==> src/rtl/core/imm_pkg.sv <==
// ----------------------------------------------------------------------------
// imm_pkg
// Shared types and constants of the integer matrix multiply block: field
// widths, op and register codes, the queue entry and the back-end states.
// ----------------------------------------------------------------------------
package imm_pkg;

  localparam int MAX_DIM_DEF   = 16;
  localparam int ELEM_BITS_DEF = 16;

  localparam int OP_W    = 2;
  localparam int IDX_W   = 4;
  localparam int VAL_W   = 16;
  localparam int OUT_W   = 37;
  localparam int CFG_W   = 5;
  localparam int CFG_IDX_W = 2;

  localparam logic [OP_W-1:0] OP_WR_A = 2'd0;
  localparam logic [OP_W-1:0] OP_WR_B = 2'd1;
  localparam logic [OP_W-1:0] OP_CALC = 2'd2;

  localparam logic [CFG_IDX_W-1:0] CFG_ROWS_A    = 2'd0;
  localparam logic [CFG_IDX_W-1:0] CFG_INNER_DIM = 2'd1;
  localparam logic [CFG_IDX_W-1:0] CFG_COLS_B    = 2'd2;

  localparam logic [CFG_W-1:0] CFG_RESET = 5'd1;

  localparam int Q_DEPTH = 2;
  localparam int Q_PTR_W = 1;

  typedef enum logic [1:0] {
    KIND_WR_A,
    KIND_WR_B,
    KIND_CALC,
    KIND_ERR
  } job_kind_t;

  typedef struct packed {
    job_kind_t        kind;
    logic [IDX_W-1:0] row;
    logic [IDX_W-1:0] col;
    logic [VAL_W-1:0] value;
  } q_entry_t;

  typedef enum logic [1:0] {
    BK_IDLE,
    BK_RUN,
    BK_DRAIN
  } back_state_t;

endpackage

==> src/rtl/core/imm_front.sv <==
// ----------------------------------------------------------------------------
// imm_front
// Holds the size registers, takes input items and sorts them into store
// writes, dot product jobs and out-of-range answers for the job queue;
// store writes with an out-of-range index are dropped.
module imm_front #(
  parameter int MAX_DIM = imm_pkg::MAX_DIM_DEF
) (
  input  logic                         clk,
  input  logic                         rst_n,
  input  logic                         in_valid,
  output logic                         in_stall,
  input  logic [imm_pkg::OP_W-1:0]     in_op,
  input  logic [imm_pkg::IDX_W-1:0]    in_row_index,
  input  logic [imm_pkg::IDX_W-1:0]    in_col_index,
  input  logic [imm_pkg::VAL_W-1:0]    in_elem_value,
  input  logic                         cfg_valid,
  output logic                         cfg_ready,
  input  logic [imm_pkg::CFG_IDX_W-1:0] cfg_index,
  input  logic [imm_pkg::CFG_W-1:0]    cfg_data,
  output logic [imm_pkg::CFG_W-1:0]    inner_dim_cfg,
  input  logic                         q_full,
  output logic                         q_push,
  output imm_pkg::q_entry_t            q_push_entry
);

  import imm_pkg::*;

  localparam int CW = ($clog2(MAX_DIM + 1) > CFG_W) ? $clog2(MAX_DIM + 1) : CFG_W;
  localparam logic [CW-1:0] LIM = CW'(MAX_DIM);

  logic [CFG_W-1:0] rows_a_r, rows_a_nxt;
  logic [CFG_W-1:0] inner_dim_r, inner_dim_nxt;
  logic [CFG_W-1:0] cols_b_r, cols_b_nxt;

  logic [CW-1:0] nr, nc, row_x, col_x;
  logic          keep;
  job_kind_t     kind;

  function automatic logic [CW-1:0] sat_size(input logic [CFG_W-1:0] reg_val);
    logic [CW-1:0] v;
    v = CW'(reg_val);
    return (v > LIM) ? LIM : v;
  endfunction

  assign cfg_ready     = 1'b1;
  assign inner_dim_cfg = inner_dim_r;

  always_comb begin
    rows_a_nxt    = rows_a_r;
    inner_dim_nxt = inner_dim_r;
    cols_b_nxt    = cols_b_r;
    if (cfg_valid && cfg_ready) begin
      unique case (cfg_index)
        CFG_ROWS_A:    rows_a_nxt    = cfg_data;
        CFG_INNER_DIM: inner_dim_nxt = cfg_data;
        CFG_COLS_B:    cols_b_nxt    = cfg_data;
        default: ;
      endcase
    end
  end

  always_ff @(posedge clk) begin
    if (!rst_n) begin
      rows_a_r    <= CFG_RESET;
      inner_dim_r <= CFG_RESET;
      cols_b_r    <= CFG_RESET;
    end else begin
      rows_a_r    <= rows_a_nxt;
      inner_dim_r <= inner_dim_nxt;
      cols_b_r    <= cols_b_nxt;
    end
  end

  always_comb begin
    nr    = sat_size(rows_a_r);
    nc    = sat_size(cols_b_r);
    row_x = CW'(in_row_index);
    col_x = CW'(in_col_index);
    keep  = 1'b0;
    kind  = KIND_ERR;
    unique case (in_op)
      OP_WR_A: begin
        keep = (row_x < LIM) && (col_x < LIM);
        kind = KIND_WR_A;
      end
      OP_WR_B: begin
        keep = (row_x < LIM) && (col_x < LIM);
        kind = KIND_WR_B;
      end
      OP_CALC: begin
        keep = 1'b1;
        kind = ((row_x >= nr) || (col_x >= nc)) ? KIND_ERR : KIND_CALC;
      end
      default: ;
    endcase
  end

  assign in_stall           = q_full;
  assign q_push             = in_valid && !in_stall && keep;
  assign q_push_entry.kind  = kind;
  assign q_push_entry.row   = in_row_index;
  assign q_push_entry.col   = in_col_index;
  assign q_push_entry.value = in_elem_value;

endmodule

==> config.mk <==
export PLATFORM = sky130hd
export DESIGN_NAME = imm_front
export DESIGN_NICKNAME = d
export VERILOG_FILES = /design/src/rtl/core/imm_pkg.sv /design/src/rtl/core/imm_front.sv
export SDC_FILE = /design/constraint.sdc
export NUM_CORES = 1
export LEC_CHECK = 0
export ABC_CLOCK_PERIOD_IN_PS = 1800
export BUFFER_PORTS_ARGS = -buffer_cell sky130_fd_sc_hd__buf_2
export CAP_MARGIN = 20
export CORE_MARGIN = 10
export CORE_UTILIZATION = 41
export DETAILED_ROUTE_END_ITERATION = 8
export HOLD_SLACK_MARGIN = 0.08
export PLACE_DENSITY = 0.8
export SETUP_SLACK_MARGIN = 0.02
export SLEW_MARGIN = 20
export SYNTH_ARGS = -nofsm -noshare
export SYNTH_HDL_FRONTEND = slang
export SYNTH_SLANG_ARGS = --single-unit
export TNS_END_PERCENT = 30
==> constraint.sdc <==
create_clock -name clk -period 1.8 [get_ports clk]
set_input_delay 0 -clock clk [delete_from_list [all_inputs] [get_ports clk]]
set_output_delay 0 -clock clk [all_outputs]
set_load 0.01 [all_outputs]
Word-level counts from Yosys, hierarchy flattened:

Cells that the tools add are included.

* output and inout bits: 34
* input port bits: 38
* register bits after elaboration: 15
* word-level logic and storage cells: 26

* reductions and logical operators: 10
* multiplexer cells: 5
* equality and inequality tests: 4
* order comparisons: 4

Operator list (number)
* $ge 4x5->1: 2
* $gt 5x5->1 const B: 2
* $mux 5: 2
* $pmux 2 s3: 1
* $reduce_and 2->1: 3
* $eq 2x1->1 const B: 2
* $eq 2x2->1 const B: 2
* $logic_not 2->1: 2
* $reduce_or 3->1: 1
* $logic_and 1x1->1: 2
* $mux 1: 2
* $logic_not 1->1: 1
* $logic_or 1x1->1: 1

Depth between registers and ports, before layout:

* depth in word-level cells: 6
* gate-level depth with buffers: 5
* depth with buffers taken out: 5

Worst setup path before layout:

Ideal clock, no wire load.

* path type: register to output
* start point: register cols_b_r[4]
* end point: output q_push_entry[24] (netlist bit)
* setup slack: 0.288 ns
* stages on the path, launching flop included: 6
* arrival time: 1.512 ns
* data required time: 1.800 ns
* buffers on the path: 0
* cell sequence: dfxtp_1 nor2b_1 ha_1 nand2b_4 a2111o_1 a221o_1

RTL lines
* from (decl): RTL line imm_front.sv:34 `logic [CFG_W-1:0] cols_b_r, cols_b_nxt;`
* from (signal assigned): RTL line imm_front.sv:71 `cols_b_r <= cols_b_nxt;`
* to (decl): RTL line imm_front.sv:24 `output imm_pkg::q_entry_t q_push_entry`

==> flow_summary.yaml <==
layout:
  stdcell_area_mm2: 0.001331
  layout-drive-gt1-share_pct: 33.33
  fillCellCount: 223
  area.growth.synth_to_final_pct: 28.19
  diodes: 0
  multi_input_area_um2: 524.3
  num-nets-final: 194
  seq_area_um2: 302.8
global_routing:
  grt_pass1_vias: 914
  grt.total_usage_pct: 9.894
  grt_max_degree: 16
  grt_pass1_wl_um: 4133
  grt-ovfl-total: 0
  antenna_found_initial: 0
placement:
  hpwl_um: 1914
  dp_slack_ns: 0.1456
  routabilityCongestion: 0.7020
  io_buffers: 38
  placed_cell_area_mm2: 0.001064
worst_setup_path:
  cp_num_buf_inv: 1
  slowest_stage: "a2111o_1"
  worstPathCellList: "nor2b_1, ha_1, nand2b_4, a2111o_1, a221o_1, buf_2"
  worstSetupPathType: "reg -> out"
  startpoint_type: "flip-flop"
  cp-end-kind: "output pin"
  slowest_delay_ns: 0.35
  critPathRequiredTime_ns: 1.80
  path_max_fanout: 2
  cp.arrival_ns: 1.90
  crit_family: "compound AO/OA/AOI/OAI gates"
run_status:
  status: "finished, violations left"
  violations: "negative setup slack"
synthesis:
  synth_top_family_by_area: "simple AND/OR/NAND/NOR gates"
  synthMuxAreaShare_pct: 14.46
  synth_adder_area_share_pct: 9.639
  syn_avg_cell_area_um2: 9.527
  syn_area_mm2: 0.001038
  ys_ff_latch: 15
  yosys_warnings: 0
  ys_types: 21
  synth-simple-area-share_pct: 22.29
  synth_nets: 155
  netlist_instances: 109
  synth_xor_xnor_area_share_pct: 0
  synth_compound_area_share_pct: 3.735
  ys_seq_area_share_pct: 28.92
clock_network:
  cts_root_buf: "clkbuf_4"
  clk_path_buf_depth: 2
  clkTransAtPathRegs_ns: 0.09
  cts_tree: "yes"
  htree_num_levels: 1
  cts_sinks: 15
  numCtsBuffers: 3
  clock_latency_ns: 0.29
pwr:
  vdd_drop_max_mv: 0.5667
  p_leak_uw: 0.0006400
  powerDensity_mw_per_mm2: 557.5
route:
  via_count: 831
  drt-pass1-iter-count: 3
  vias_per_cell: 4.695
  routed_wl_um: 2582
  initialDrtViolationCount: 12
  wire_per_inst_um: 14.59
  drtAntennaViolNets: 0
  route.detailed.drc: 0
floorplan:
  num_rows: 18
  dieArea_mm2: 0.004946
  chipHeight_um: 70.33
  coreArea_mm2: 0.002455
  fp.dieW_um: 70.33
  initial_core_util_pct: 42.30
  io-pin-count: 72
sta:
  fmax_mhz: 525.9
  fin_skew_ns: 0
  hold_violations: 0
  fin_tns_setup_ns: -0.1017
  setup-violations-final: 1
  fin_crit_sh_pct: 105.6
  grt_setup_unrepaired: "yes"
  period_needed_ns: 1.902
  slew_viol_final: 0
  worst_slack_ns: -0.1017
run:
  max_cap_violations: 0
worst_hold_path:
  hp-class: "in -> reg"
[Yosys cell counts]
cell type	instances	area share [%]
a2111o_1	1	1.1
a211oi_1	1	0.72
a221o_1	1	0.96
buf_4	26	19
clkbuf_1	2	0.72
conb_1	1	0.36
dfxtp_1	15	29
ha_1	8	9.6
inv_1	3	1.1
mux2i_1	15	14
nand2_1	3	1.1
nand2b_1	6	3.6
nand2b_4	1	1.3
nand3b_2	2	2.2
nor2_1	3	1.1
nor2b_1	14	8.4
nor3_1	1	0.48
nor3b_1	2	1.4
nor3b_4	1	1.8
nor4b_1	1	0.84
o21ai_0	2	0.96
[logic make-up after synthesis]
| logic type | count (synthesis) |
|---|---|
| multiplexers | 15 |
| other | 1 |
| adder cells (fa/ha/maj) | 8 |
| buffers and inverters | 31 |
| flip-flops | 15 |
| AND/OR/NAND/NOR | 34 |
| AO/OA/AOI/OAI | 5 |
[worst reg2reg max path, cell delays in order (launching register included)]
cell,delay [ns]
dfxtp_1,0.32
mux2i_1,0.12
nand2_1,0.07
dlygate4sd3_1,0.55
[per-layer routing]
metal  GRT usage [%]  vias to the layer above  wire length, µm
met1           10.71                      364             1061
met2           16.07                       51             1162
met3           5.226                        3              327
met4           3.289                        0               30
met5               0                        -                0
li1                -                      413                -
[through the flow]
stage,total power (µW),instances,util [%],hold slack [ns]
6_report,742.2,177,54.23,0.1153
5_1_grt,795.8,177,54.23,0.1311
4_1_cts,746.3,177,54.23,0.1175
3_5_place_dp,504.9,149,43.32,0.00006862
3_3_place_gp,499.6,149,43.32,0.00006862
2_1_floorplan,491.4,109,-,0.04633
[timing repair]
action,4_1_cts,5_1_grt
gates cloned,0,0
pin swaps,1,0
endpoints found under the hold margin,31,0
buffers inserted,1,0
hold buffers,23,0
resized for setup,2,0
endpoints found under the setup margin,1,1
[placed cells by master, fill, tap and decap left out]
| cell type | n |
|---|---|
| a2111o_1 | 1 |
| a211oi_1 | 1 |
| a221o_1 | 1 |
| buf_2 | 38 |
| buf_4 | 1 |
| clkbuf_4 | 3 |
| clkinv_2 | 1 |
| conb_1 | 1 |
| dfxtp_1 | 13 |
| dfxtp_2 | 2 |
| dlygate4sd3_1 | 23 |
| ha_1 | 8 |
| inv_1 | 3 |
| mux2i_1 | 15 |
| nand2_1 | 3 |
| nand2b_1 | 6 |
| nand2b_4 | 1 |
| nand3b_2 | 2 |
| nor2_1 | 3 |
| nor2b_1 | 14 |
| nor3_1 | 1 |
| nor3b_1 | 2 |
| nor3b_4 | 1 |
| nor4b_1 | 1 |
| o21ai_0 | 2 |
[power by group]
part           leakage (µW)  switching, µW  total, µW  internal, µW
Clock             0.0000177            111        194          82.7
Sequential         0.000122           7.23        351           343
Combinational      0.000500           89.6        198           108
[final cells by class]
class / count / area share (%)
multi-input combinational: 63 / 39.38
timing repair buffer: 62 / 32.14
sequential: 15 / 22.74
tap: 30 / 2.820
clock buffer: 3 / 1.692
inverter: 3 / 0.8459
clock inverter: 1 / 0.3759
[final timing paths]
path                    startpoint          endpoint  slack [ns]  cells after the start
setup reg to reg  inner_dim_cfg[0]  inner_dim_cfg[0]        0.63                      3
setup / recovery       cols_b_r[0]  q_push_entry[24]       -0.10                      6
hold reg to reg        rows_a_r[0]       rows_a_r[0]        0.48                      2
hold / removal        cfg_index[0]       rows_a_r[0]        0.12                      4
[registers in the layout, indices dropped and copies added (netlist names)]
register and count:
cols_b_r 5, inner_dim_cfg 5, rows_a_r 5
(Power assumes the default switching activity.)
