--- src/rtl/core/imm_pkg.sv ---
// ----------------------------------------------------------------------------
// imm_pkg
// Shared types and constants of the integer matrix multiply block: field
// widths, op and register codes, the queue entry and the back-end states.
// ----------------------------------------------------------------------------
package imm_pkg;

  localparam int MAX_DIM_DEF   = 16;
  localparam int ELEM_BITS_DEF = 16;

  localparam int OP_W    = 2;
  localparam int IDX_W   = 4;
  localparam int VAL_W   = 16;
  localparam int OUT_W   = 37;
  localparam int CFG_W   = 5;
  localparam int CFG_IDX_W = 2;

  localparam logic [OP_W-1:0] OP_WR_A = 2'd0;
  localparam logic [OP_W-1:0] OP_WR_B = 2'd1;
  localparam logic [OP_W-1:0] OP_CALC = 2'd2;

  localparam logic [CFG_IDX_W-1:0] CFG_ROWS_A    = 2'd0;
  localparam logic [CFG_IDX_W-1:0] CFG_INNER_DIM = 2'd1;
  localparam logic [CFG_IDX_W-1:0] CFG_COLS_B    = 2'd2;

  localparam logic [CFG_W-1:0] CFG_RESET = 5'd1;

  localparam int Q_DEPTH = 2;
  localparam int Q_PTR_W = 1;

  typedef enum logic [1:0] {
    KIND_WR_A,
    KIND_WR_B,
    KIND_CALC,
    KIND_ERR
  } job_kind_t;

  typedef struct packed {
    job_kind_t        kind;
    logic [IDX_W-1:0] row;
    logic [IDX_W-1:0] col;
    logic [VAL_W-1:0] value;
  } q_entry_t;

  typedef enum logic [1:0] {
    BK_IDLE,
    BK_RUN,
    BK_DRAIN
  } back_state_t;

endpackage

--- src/rtl/core/imm_queue.sv ---
// ----------------------------------------------------------------------------
// imm_queue
// Short first-in first-out job queue between the front and back ends.
// ----------------------------------------------------------------------------
module imm_queue (
  input  logic              clk,
  input  logic              rst_n,
  input  logic              push,
  input  imm_pkg::q_entry_t push_entry,
  output logic              full,
  output logic              not_empty,
  input  logic              pop,
  output imm_pkg::q_entry_t pop_entry
);

  import imm_pkg::*;

  q_entry_t             mem_r [Q_DEPTH];
  logic [Q_PTR_W-1:0]   wr_ptr_r, wr_ptr_nxt;
  logic [Q_PTR_W-1:0]   rd_ptr_r, rd_ptr_nxt;
  logic [Q_PTR_W:0]     count_r, count_nxt;

  assign full      = (count_r == (Q_PTR_W + 1)'(Q_DEPTH));
  assign not_empty = (count_r != '0);
  assign pop_entry = mem_r[rd_ptr_r];

  always_comb begin
    wr_ptr_nxt = wr_ptr_r;
    rd_ptr_nxt = rd_ptr_r;
    count_nxt  = count_r;
    if (push) begin
      wr_ptr_nxt = (wr_ptr_r == Q_PTR_W'(Q_DEPTH - 1)) ? '0 : wr_ptr_r + 1'b1;
    end
    if (pop) begin
      rd_ptr_nxt = (rd_ptr_r == Q_PTR_W'(Q_DEPTH - 1)) ? '0 : rd_ptr_r + 1'b1;
    end
    priority if (push && !pop) begin
      count_nxt = count_r + 1'b1;
    end else if (pop && !push) begin
      count_nxt = count_r - 1'b1;
    end else begin
      count_nxt = count_r;
    end
  end

  always_ff @(posedge clk) begin
    if (!rst_n) begin
      wr_ptr_r <= '0;
      rd_ptr_r <= '0;
      count_r  <= '0;
    end else begin
      wr_ptr_r <= wr_ptr_nxt;
      rd_ptr_r <= rd_ptr_nxt;
      count_r  <= count_nxt;
    end
  end

  always_ff @(posedge clk) begin
    if (push) begin
      mem_r[wr_ptr_r] <= push_entry;
    end
  end

endmodule

--- config.mk ---
export PLATFORM = sky130hd
export DESIGN_NAME = imm_queue
export DESIGN_NICKNAME = d
export VERILOG_FILES = /design/src/rtl/core/imm_pkg.sv /design/src/rtl/core/imm_queue.sv
export SDC_FILE = /design/constraint.sdc
export NUM_CORES = 1
export LEC_CHECK = 0
export BUFFER_PORTS_ARGS = -buffer_cell sky130_fd_sc_hd__buf_2
export CAP_MARGIN = 20
export CORE_MARGIN = 3
export CORE_UTILIZATION = 51
export DETAILED_ROUTE_END_ITERATION = 8
export HOLD_SLACK_MARGIN = 0.05
export PLACE_DENSITY_LB_ADDON = 0.3
export SLEW_MARGIN = 20
export SYNTH_ARGS = -nofsm -noshare
export SYNTH_HDL_FRONTEND = slang
export SYNTH_SLANG_ARGS = --single-unit
--- constraint.sdc ---
create_clock -name clk -period 2.48 [get_ports clk]
set_input_delay 0.372 -clock clk [delete_from_list [all_inputs] [get_ports clk]]
set_output_delay 0.372 -clock clk [all_outputs]
set_load 0.02 [all_outputs]
# Yosys cells after proc, flatten, opt, wreduce, memory -nomap -nowiden
# Memories as Yosys holds them, arrays and structs flattened. A register that Yosys moved wholly into a read port is not among the register bits.
# Index checks and enable logic that the tools add are counted.
# W data, S select, Z words.
[op_classes] addsub=4 n_eq_ne=1 mux=8 reduce_logical=6
[op_table] op="$mux W1" n=6
[op_table] op="$mux W2" n=2
[op_table] op="$reduce_bool A2 Y1" n=2
[op_table] op="$add A1 B1 Y1 const B" n=2
[op_table] op="$add A2 B1 Y2 const B" n=1
[op_table] op="$eq A2 B2 Y1 const B" n=1
[op_table] op="$logic_and A1 B1 Y1" n=2
[op_table] op="$logic_not A1 Y1" n=2
[op_table] op="$sub A2 B1 Y2 const B" n=1
[word_totals] reg_bits=4 mem_bits_rw=52 wordCells=23 n_memories=1
[memory_table] name="mem_r" words=2 word_bits=26 rd=1 rd_clocked_by_memory_dff=1 write_ports=1 line_no="imm_queue.sv:18" text="q_entry_t mem_r [Q_DEPTH];"

# Depth between registers and ports, before layout
# Gate-level depths: netlist (run 1).
[depth] word_depth=4 mapped_depth=5

# Worst setup path after synthesis (run 1)
# OpenSTA, ideal clock, no wires.
[synth_timing] kind="input port to flip-flop" from="in push" to="mem mem_r[0][0] (netlist name), enable pin" setup_ps=413 arrival_time_ps=1594 setup_slack_ps=472 cell_stages=1 n_path_buf=0 path_cell_list="nor2b_1"
[synth_between] elab_chain_cells=2
[synth_lines] element="from (decl)" line_no="imm_queue.sv:8" text="input logic push,"
[synth_lines] element="$mux W1" line_no="imm_queue.sv:59" text="if (push) begin"
[synth_lines] element="$mux W1 (implied by the code)" line_no="imm_queue.sv:60" text="mem_r[wr_ptr_r] <= push_entry;"
[synth_lines] element="to (decl)" line_no="imm_queue.sv:18"
# Every way passes these cells.

==> results of run 1 <==
synth_stat cells:
master,n
xor2_1,2
or2_2,1
or3_1,1
inv_1,1
buf_6,2
edfxtp_1,52
o21a_1,1
dfxtp_1,5
nor2b_1,2
mux2_2,26
and2_1,4
a21boi_1,1
o21ai_0,1
and2b_2,1
xnor2_1,1
ha_1,1
buf_2,1
flip-flops by register name, summed over array words and instances (netlist names), named ones only:
register and cells:
count_r 2, mem_r 52, rd_ptr_r 1, wr_ptr_r 1
routing by layer:
metal	vias to the layer above	GRT usage, %	share of wire (%)
met5	-	0	0
met4	0	6.383	1.9
met3	8	7.194	6.9
met2	43	26.40	54
met1	548	15.06	38
li1	533	-	-
critical path, cell delays in order, from the launching register on:
cell     delay (ns)
dfxtp_1        0.59
buf_4          0.33
mux2_2         0.37
buf_2          0.16
report_power, final:
group	switching, W	leakage (nW)	internal, W
combinational	0.000145	0.404	0.000116
sequential	0.0000220	0.530	0.00111
clock	0.000313	0.0766	0.000349
layout make-up:
cell class              count  area (um2)
flip-flops and latches     57        1662
well taps                  48       60.06
clock buffers              11       131.4
multi-input cells          42       412.9
fillers                   263        1220
repair buffers             61       315.3
inverters                   1       3.754
clock inverters             4       21.27
worst max path at each step:
stage	from	end	slack, ns	depth (start not counted)
final	register	pop_entry[11]	0.33	3
after global routing	register	pop_entry[21]	0.21	3
after CTS	register	pop_entry[21]	0.29	3
after detailed placement	register	pop_entry[11]	0.64	3
after global placement	register	pop_entry[18]	0.68	3
after floorplan	push	mem_r[0][0]$_DFFE_PP_	0.47	1
per-stage QoR:
step / power [W] / hold WS (ns) / std cells / cell area [um2]
2_1_floorplan: 0.001319 / 0.4612 / 103 / 2103
3_3_place_gp: 0.001404 / 0.4709 / 209 / 2454
3_5_place_dp: 0.001415 / 0.5103 / 209 / 2454
4_1_cts: 0.002081 / 0.2331 / 224 / 2606
5_1_grt: 0.002152 / 0.2161 / 224 / 2606
6_report: 0.002053 / 0.2459 / 224 / 2606
cell families (layout without fill, tap and decap cells):
family	after synthesis	in the layout	share of synthesized area (%)
AO/OA/AOI/OAI	3	3	0.9519
buffers and inverters	4	77	1.487
AND/OR/NAND/NOR	9	9	2.796
flip-flops	57	57	79.00
adder cells (fa/ha/maj)	1	1	0.5948
XOR/XNOR	3	3	1.249
multiplexers	26	26	13.92
==> flow_summary.rst, run 1 <==
.. list-table::
   :header-rows: 1

   * - Metric
     - Value
   * - Outcome
     - finished clean
   * - Die X
     - between 70 and 80 um
   * - Sum of net half-perimeters after detailed placement
     - 2478 um
   * - H-tree lvl count
     - 3
   * - Placeable Area
     - about 3800 um2
   * - Synthesis-to-finish area growth
     - 23.91%
   * - PortBufs
     - 57
   * - Routed wirelength normalized by instance count
     - 15.33 um
   * - Setup total negative slack
     - 0 ns
   * - Actual slew at the worst max-slew pin
     - 0.5358 ns
   * - Postcts setup bufs
     - 0
   * - TritonCTS Sinks
     - 57
   * - Hold violation total from the final report
     - 0
   * - Die Ht
     - between 70 and 80 um
   * - Number of buffers inserted for hold repair after clock tree synthesis
     - 0
   * - Post-synthesis cell type count
     - 17
   * - R2r worst-path depth
     - 2
   * - Critical R2R Launch
     - wr_ptr_r$_SDFFE_PN0P_
   * - CTS root buf
     - clkbuf_8
   * - Crit Path Class
     - reg2out
   * - Vias in the first global route
     - 1209
   * - Nets@finish
     - between 200 and 250
   * - Worst r2r dst
     - mem_r[1][23]$_DFFE_PP_
   * - Total number of vias
     - 1132
   * - Launch instance of the worst min-delay path
     - push_entry[11]
   * - Cell area after synthesis
     - 2103 um2
   * - Required @ worst endpoint
     - 2.11 ns
   * - CTS tree
     - yes
   * - Pre-CTS setup slack
     - 0.6443 ns
   * - Setup slack of the worst register-to-register path
     - 0.99 ns
   * - Total detailed-routing wirelength
     - roughly 3400 um
   * - Setup repair after global routing missed its margin
     - false
   * - Synthesized netlist net count
     - 134
   * - Count of pins on the block boundary
     - 58
   * - Fraction of synthesized cell area taken by the top area cell type
     - 74.24%
   * - DRC errors left
     - 0
   * - Wire length of the first global-routing pass
     - 5485 um
   * - Pin count of the biggest net entering global routing
     - 17
   * - Mapped Cells
     - 103
   * - Antenna viol nets, final
     - 0
   * - Peak ir drop on the vdd network
     - 0.4178 mV
   * - Post-route setup slack
     - 0.3295 ns
   * - Later-pin clock latency in the skew report
     - 0.31 ns
   * - Setup violations, final
     - 0
   * - Most frequent cells in the layout
     - buf_2, edfxtp_1, mux2_2, clkbuf_8, dfxtp_1
   * - Antenna diode instance count
     - 0
   * - Setup skew after layout
     - 0.005487 ns
   * - Commonest non-fill, non-tap cell in the layout
     - buf_2
   * - Vias per Instance
     - 5.054
   * - Layout Utilization
     - approximately two thirds
   * - Hold endpoint
     - mem_r[0][11]$_DFFE_PP_
   * - Hold-critical path depth
     - 1
   * - Hold crit path type
     - in2reg
   * - Number of synthesized register bits
     - 57
   * - Pre-Repair DR Iteration Count
     - 4
   * - Grt total ovfl
     - 0
   * - Crit start category
     - register
   * - Count of instances resized after the clock tree is built
     - 0
   * - Count of pins over their slew limit
     - 0
   * - Leakage Power
     - approximately 1.0 nW
   * - Maximum clock frequency
     - 465.0 MHz
   * - Max-capacitance violation count
     - 0
   * - Tot GR Track Use
     - 15.06%
   * - Initial core utilization
     - 54.97%
   * - Die outline area
     - 4931 um2
   * - Mean post-synth cell area
     - 20.42 um2
   * - Clock input transition at the sequential cells of the worst setup and hold paths
     - 0.06 ns
   * - Cell types occupying the most area after synthesis
     - edfxtp_1, mux2_2, dfxtp_1, and2_1, buf_6
   * - Sort of element at the end of the critical path
     - primary output
   * - Number of CTS-inserted buffers
     - 9
   * - Worst Path Max Fanout
     - 16
   * - Synth Warn #
     - 0
   * - Period Utilization, post-route
     - 86.71%
   * - Buffers from clock root to sink, at most
     - 2
   * - Cell type with the largest total area after synthesis
     - edfxtp_1
   * - Weighted congestion at the end of routability-driven global placement
     - between 0.6 and 0.7
   * - Fraction of the yosys area taken by sequential cells
     - 79.00%
   * - Pwr per Cell Area
     - 787.8 nW/um2
   * - Tightest slew margin relative to the limit
     - 64.28%
   * - Final worst path period need
     - 2.150 ns
   * - Number of DRC markers in iteration 0
     - 43
   * - Arrival time at the worst endpoint
     - 1.78 ns
   * - Layout cells sized above 1
     - 57.95%
   * - Row count
     - 22
   * - Initial antenna violation count
     - 0
Power figures use the tool's default switching activity.
==> inputs of run 2 (changes only) <==
- clock period: 2.48 -> 2.44 ns (I/O delays scaled with it)
==> flow_summary.rst, run 2 (same netlist as run 1, synthesis figures left out) <==
.. list-table::
   :header-rows: 1

   * - Metric
     - Value
   * - Antenna diode instance count
     - 0
   * - Metal-1 WL
     - 1357 um
   * - Post-route setup slack
     - between 0.6 and 0.7 ns
   * - Nets@finish
     - 205
   * - Most frequent cells in the layout
     - buf_2, edfxtp_1, mux2_2, clkbuf_8, buf_4
   * - Routed wire length on met2
     - 1823 um
   * - Count of pins over their slew limit
     - 0
   * - Worst r2r dst
     - mem_r[1][7]$_DFFE_PP_
   * - Series of cell instances along the critical path
     - buf_4, mux2_2, buf_2
   * - CTS root buf
     - clkbuf_8
   * - Hold-critical path depth
     - 1
   * - Count of pins on the block boundary
     - 58
   * - Pin count of the biggest net entering global routing
     - 19
   * - Tot GR Track Use
     - 14.84%
   * - Final worst path period need
     - about 1.8 ns
   * - Weighted congestion at the end of routability-driven global placement
     - 0.6770
   * - Top layer used by detailed routing
     - met4
   * - Number of CTS-inserted buffers
     - 9
   * - Die outline area
     - a little under 5000 um2
   * - Tightest slew margin relative to the limit
     - 67.70%
   * - Number of DRC markers in iteration 0
     - 58
   * - Number of flip-flops under the largest register name
     - 52
   * - Max-capacitance violation count
     - 0
   * - Setup skew after layout
     - 0.005596 ns
   * - Worst Path Max Fanout
     - 18
   * - Vias per Instance
     - ~4.9
   * - Layout Utilization
     - 68.54%
   * - Setup slack of the worst register-to-register path
     - 1.07 ns
   * - Sum of net half-perimeters after detailed placement
     - roughly 2500 um
   * - Crit Path Class
     - reg2out
   * - Peak ir drop on the vdd network
     - about 0.46 mV
   * - Required @ worst endpoint
     - 2.07 ns
   * - Buffers from clock root to sink, at most
     - 2
   * - Clock input transition at the sequential cells of the worst setup and hold paths
     - 0.06 ns
   * - Maximum clock frequency
     - 544.9 MHz
   * - H-tree lvl count
     - 3
   * - R2r worst-path depth
     - 2
   * - Outcome
     - finished clean
   * - Setup total negative slack
     - 0 ns
   * - Arrival time at the worst endpoint
     - 1.47 ns
   * - PortBufs
     - 57
   * - Layout cells sized above 1
     - 58.10%
   * - Placeable Area
     - 3826 um2
   * - Row count
     - 22
   * - TritonCTS Sinks
     - 57
   * - Synthesis-to-finish area growth
     - 24.69%
   * - Commonest non-fill, non-tap cell in the layout
     - buf_2
   * - Antenna viol nets, final
     - 0
   * - DRC errors left
     - 0
   * - Pre-CTS setup slack
     - 0.9045 ns
   * - Total detailed-routing wirelength
     - 3469 um
   * - Wire length of the first global-routing pass
     - 5382 um
   * - Hold endpoint
     - mem_r[1][19]$_DFFE_PP_
   * - Total number of vias
     - 1117
   * - Regs by FF count
     - mem_r (52), count_r (2)
   * - Setup repair after global routing missed its margin
     - false
   * - Overall power consumption
     - 0.002099 W
   * - Later-pin clock latency in the skew report
     - 0.32 ns
   * - Sort of element at the end of the critical path
     - primary output
   * - Setup violations, final
     - 0
   * - Master of the slowest instance on the critical path
     - mux2_2
   * - Postcts setup bufs
     - 0
   * - Routed length on met3
     - around 220 um
   * - Critical R2R Launch
     - wr_ptr_r$_SDFFE_PN0P_
   * - Delay of the slowest critical-path stage
     - 0.38 ns
   * - Count of instances resized after the clock tree is built
     - 0
   * - Initial antenna violation count
     - 0
   * - Die Ht
     - 70.22 um
   * - Register with the highest flop count
     - mem_r
   * - Number of buffers inserted for hold repair after clock tree synthesis
     - 0
   * - Initial core utilization
     - 54.97%
   * - Hold violation total from the final report
     - 0
   * - Crit start category
     - register
   * - Leakage Power
     - 1.026 nW
   * - Launch instance of the worst min-delay path
     - push_entry[19]
   * - Actual slew at the worst max-slew pin
     - approximately 0.48 ns
   * - Die X
     - 70.22 um
   * - Pre-Repair DR Iteration Count
     - 3
   * - Period Utilization, post-route
     - 75.22%
   * - Hold crit path type
     - in2reg
   * - Grt total ovfl
     - 0
   * - Routed wirelength normalized by instance count
     - 15.28 um
   * - Pwr per Cell Area
     - roughly 800 nW/um2
   * - CTS tree
     - yes
   * - Vias in the first global route
     - 1158
==> run 2: critical path: cells and delay by family, from the launching register on <==
family / cells / cell delay, ns
buffers and inverters: 2 / 0.43
multiplexers: 1 / 0.38
flip-flops: 1 / 0.33
==> run 2: power breakdown <==
group          total (W)  switching, W  internal (W)
logic           0.000275      0.000155      0.000121
clock network   0.000681      0.000326      0.000356
registers        0.00114     0.0000162       0.00113
total            0.00210      0.000496       0.00160
==> run 2: cell type report <==
cell class	instances	area [um2]
Fill cell	256	1204
Multi-Input combinational cell	42	412.9
Inverter	1	3.754
Timing Repair Buffer	63	330.3
Clock inverter	5	22.52
Clock buffer	11	131.4
Tap cell	48	60.06
Sequential cell	57	1662
==> run 2: through the flow <==
step           cell area (um2)  hold slack, ns  cells
4_1_cts                   2623          0.2140    227
3_3_place_gp              2469          0.4764    211
5_1_grt                   2623          0.2125    227
6_report                  2623          0.2320    227
2_1_floorplan             2103          0.4612    103
3_5_place_dp              2469          0.5003    211
==> run 2: layer usage <==
layer	global-route usage (%)	up-vias
li1	-	537
met1	15.51	531
met2	25.05	42
met3	6.043	7
met4	8.298	0
met5	0	-
==> run 2: worst max path at each step <==
stage / end
after global placement: mem_r[0][25]$_DFFE_PP_
after global routing: pop_entry[18]
after floorplan: mem_r[0][0]$_DFFE_PP_
after detailed placement: mem_r[0][2]$_DFFE_PP_
after CTS: pop_entry[18]
final: pop_entry[18]
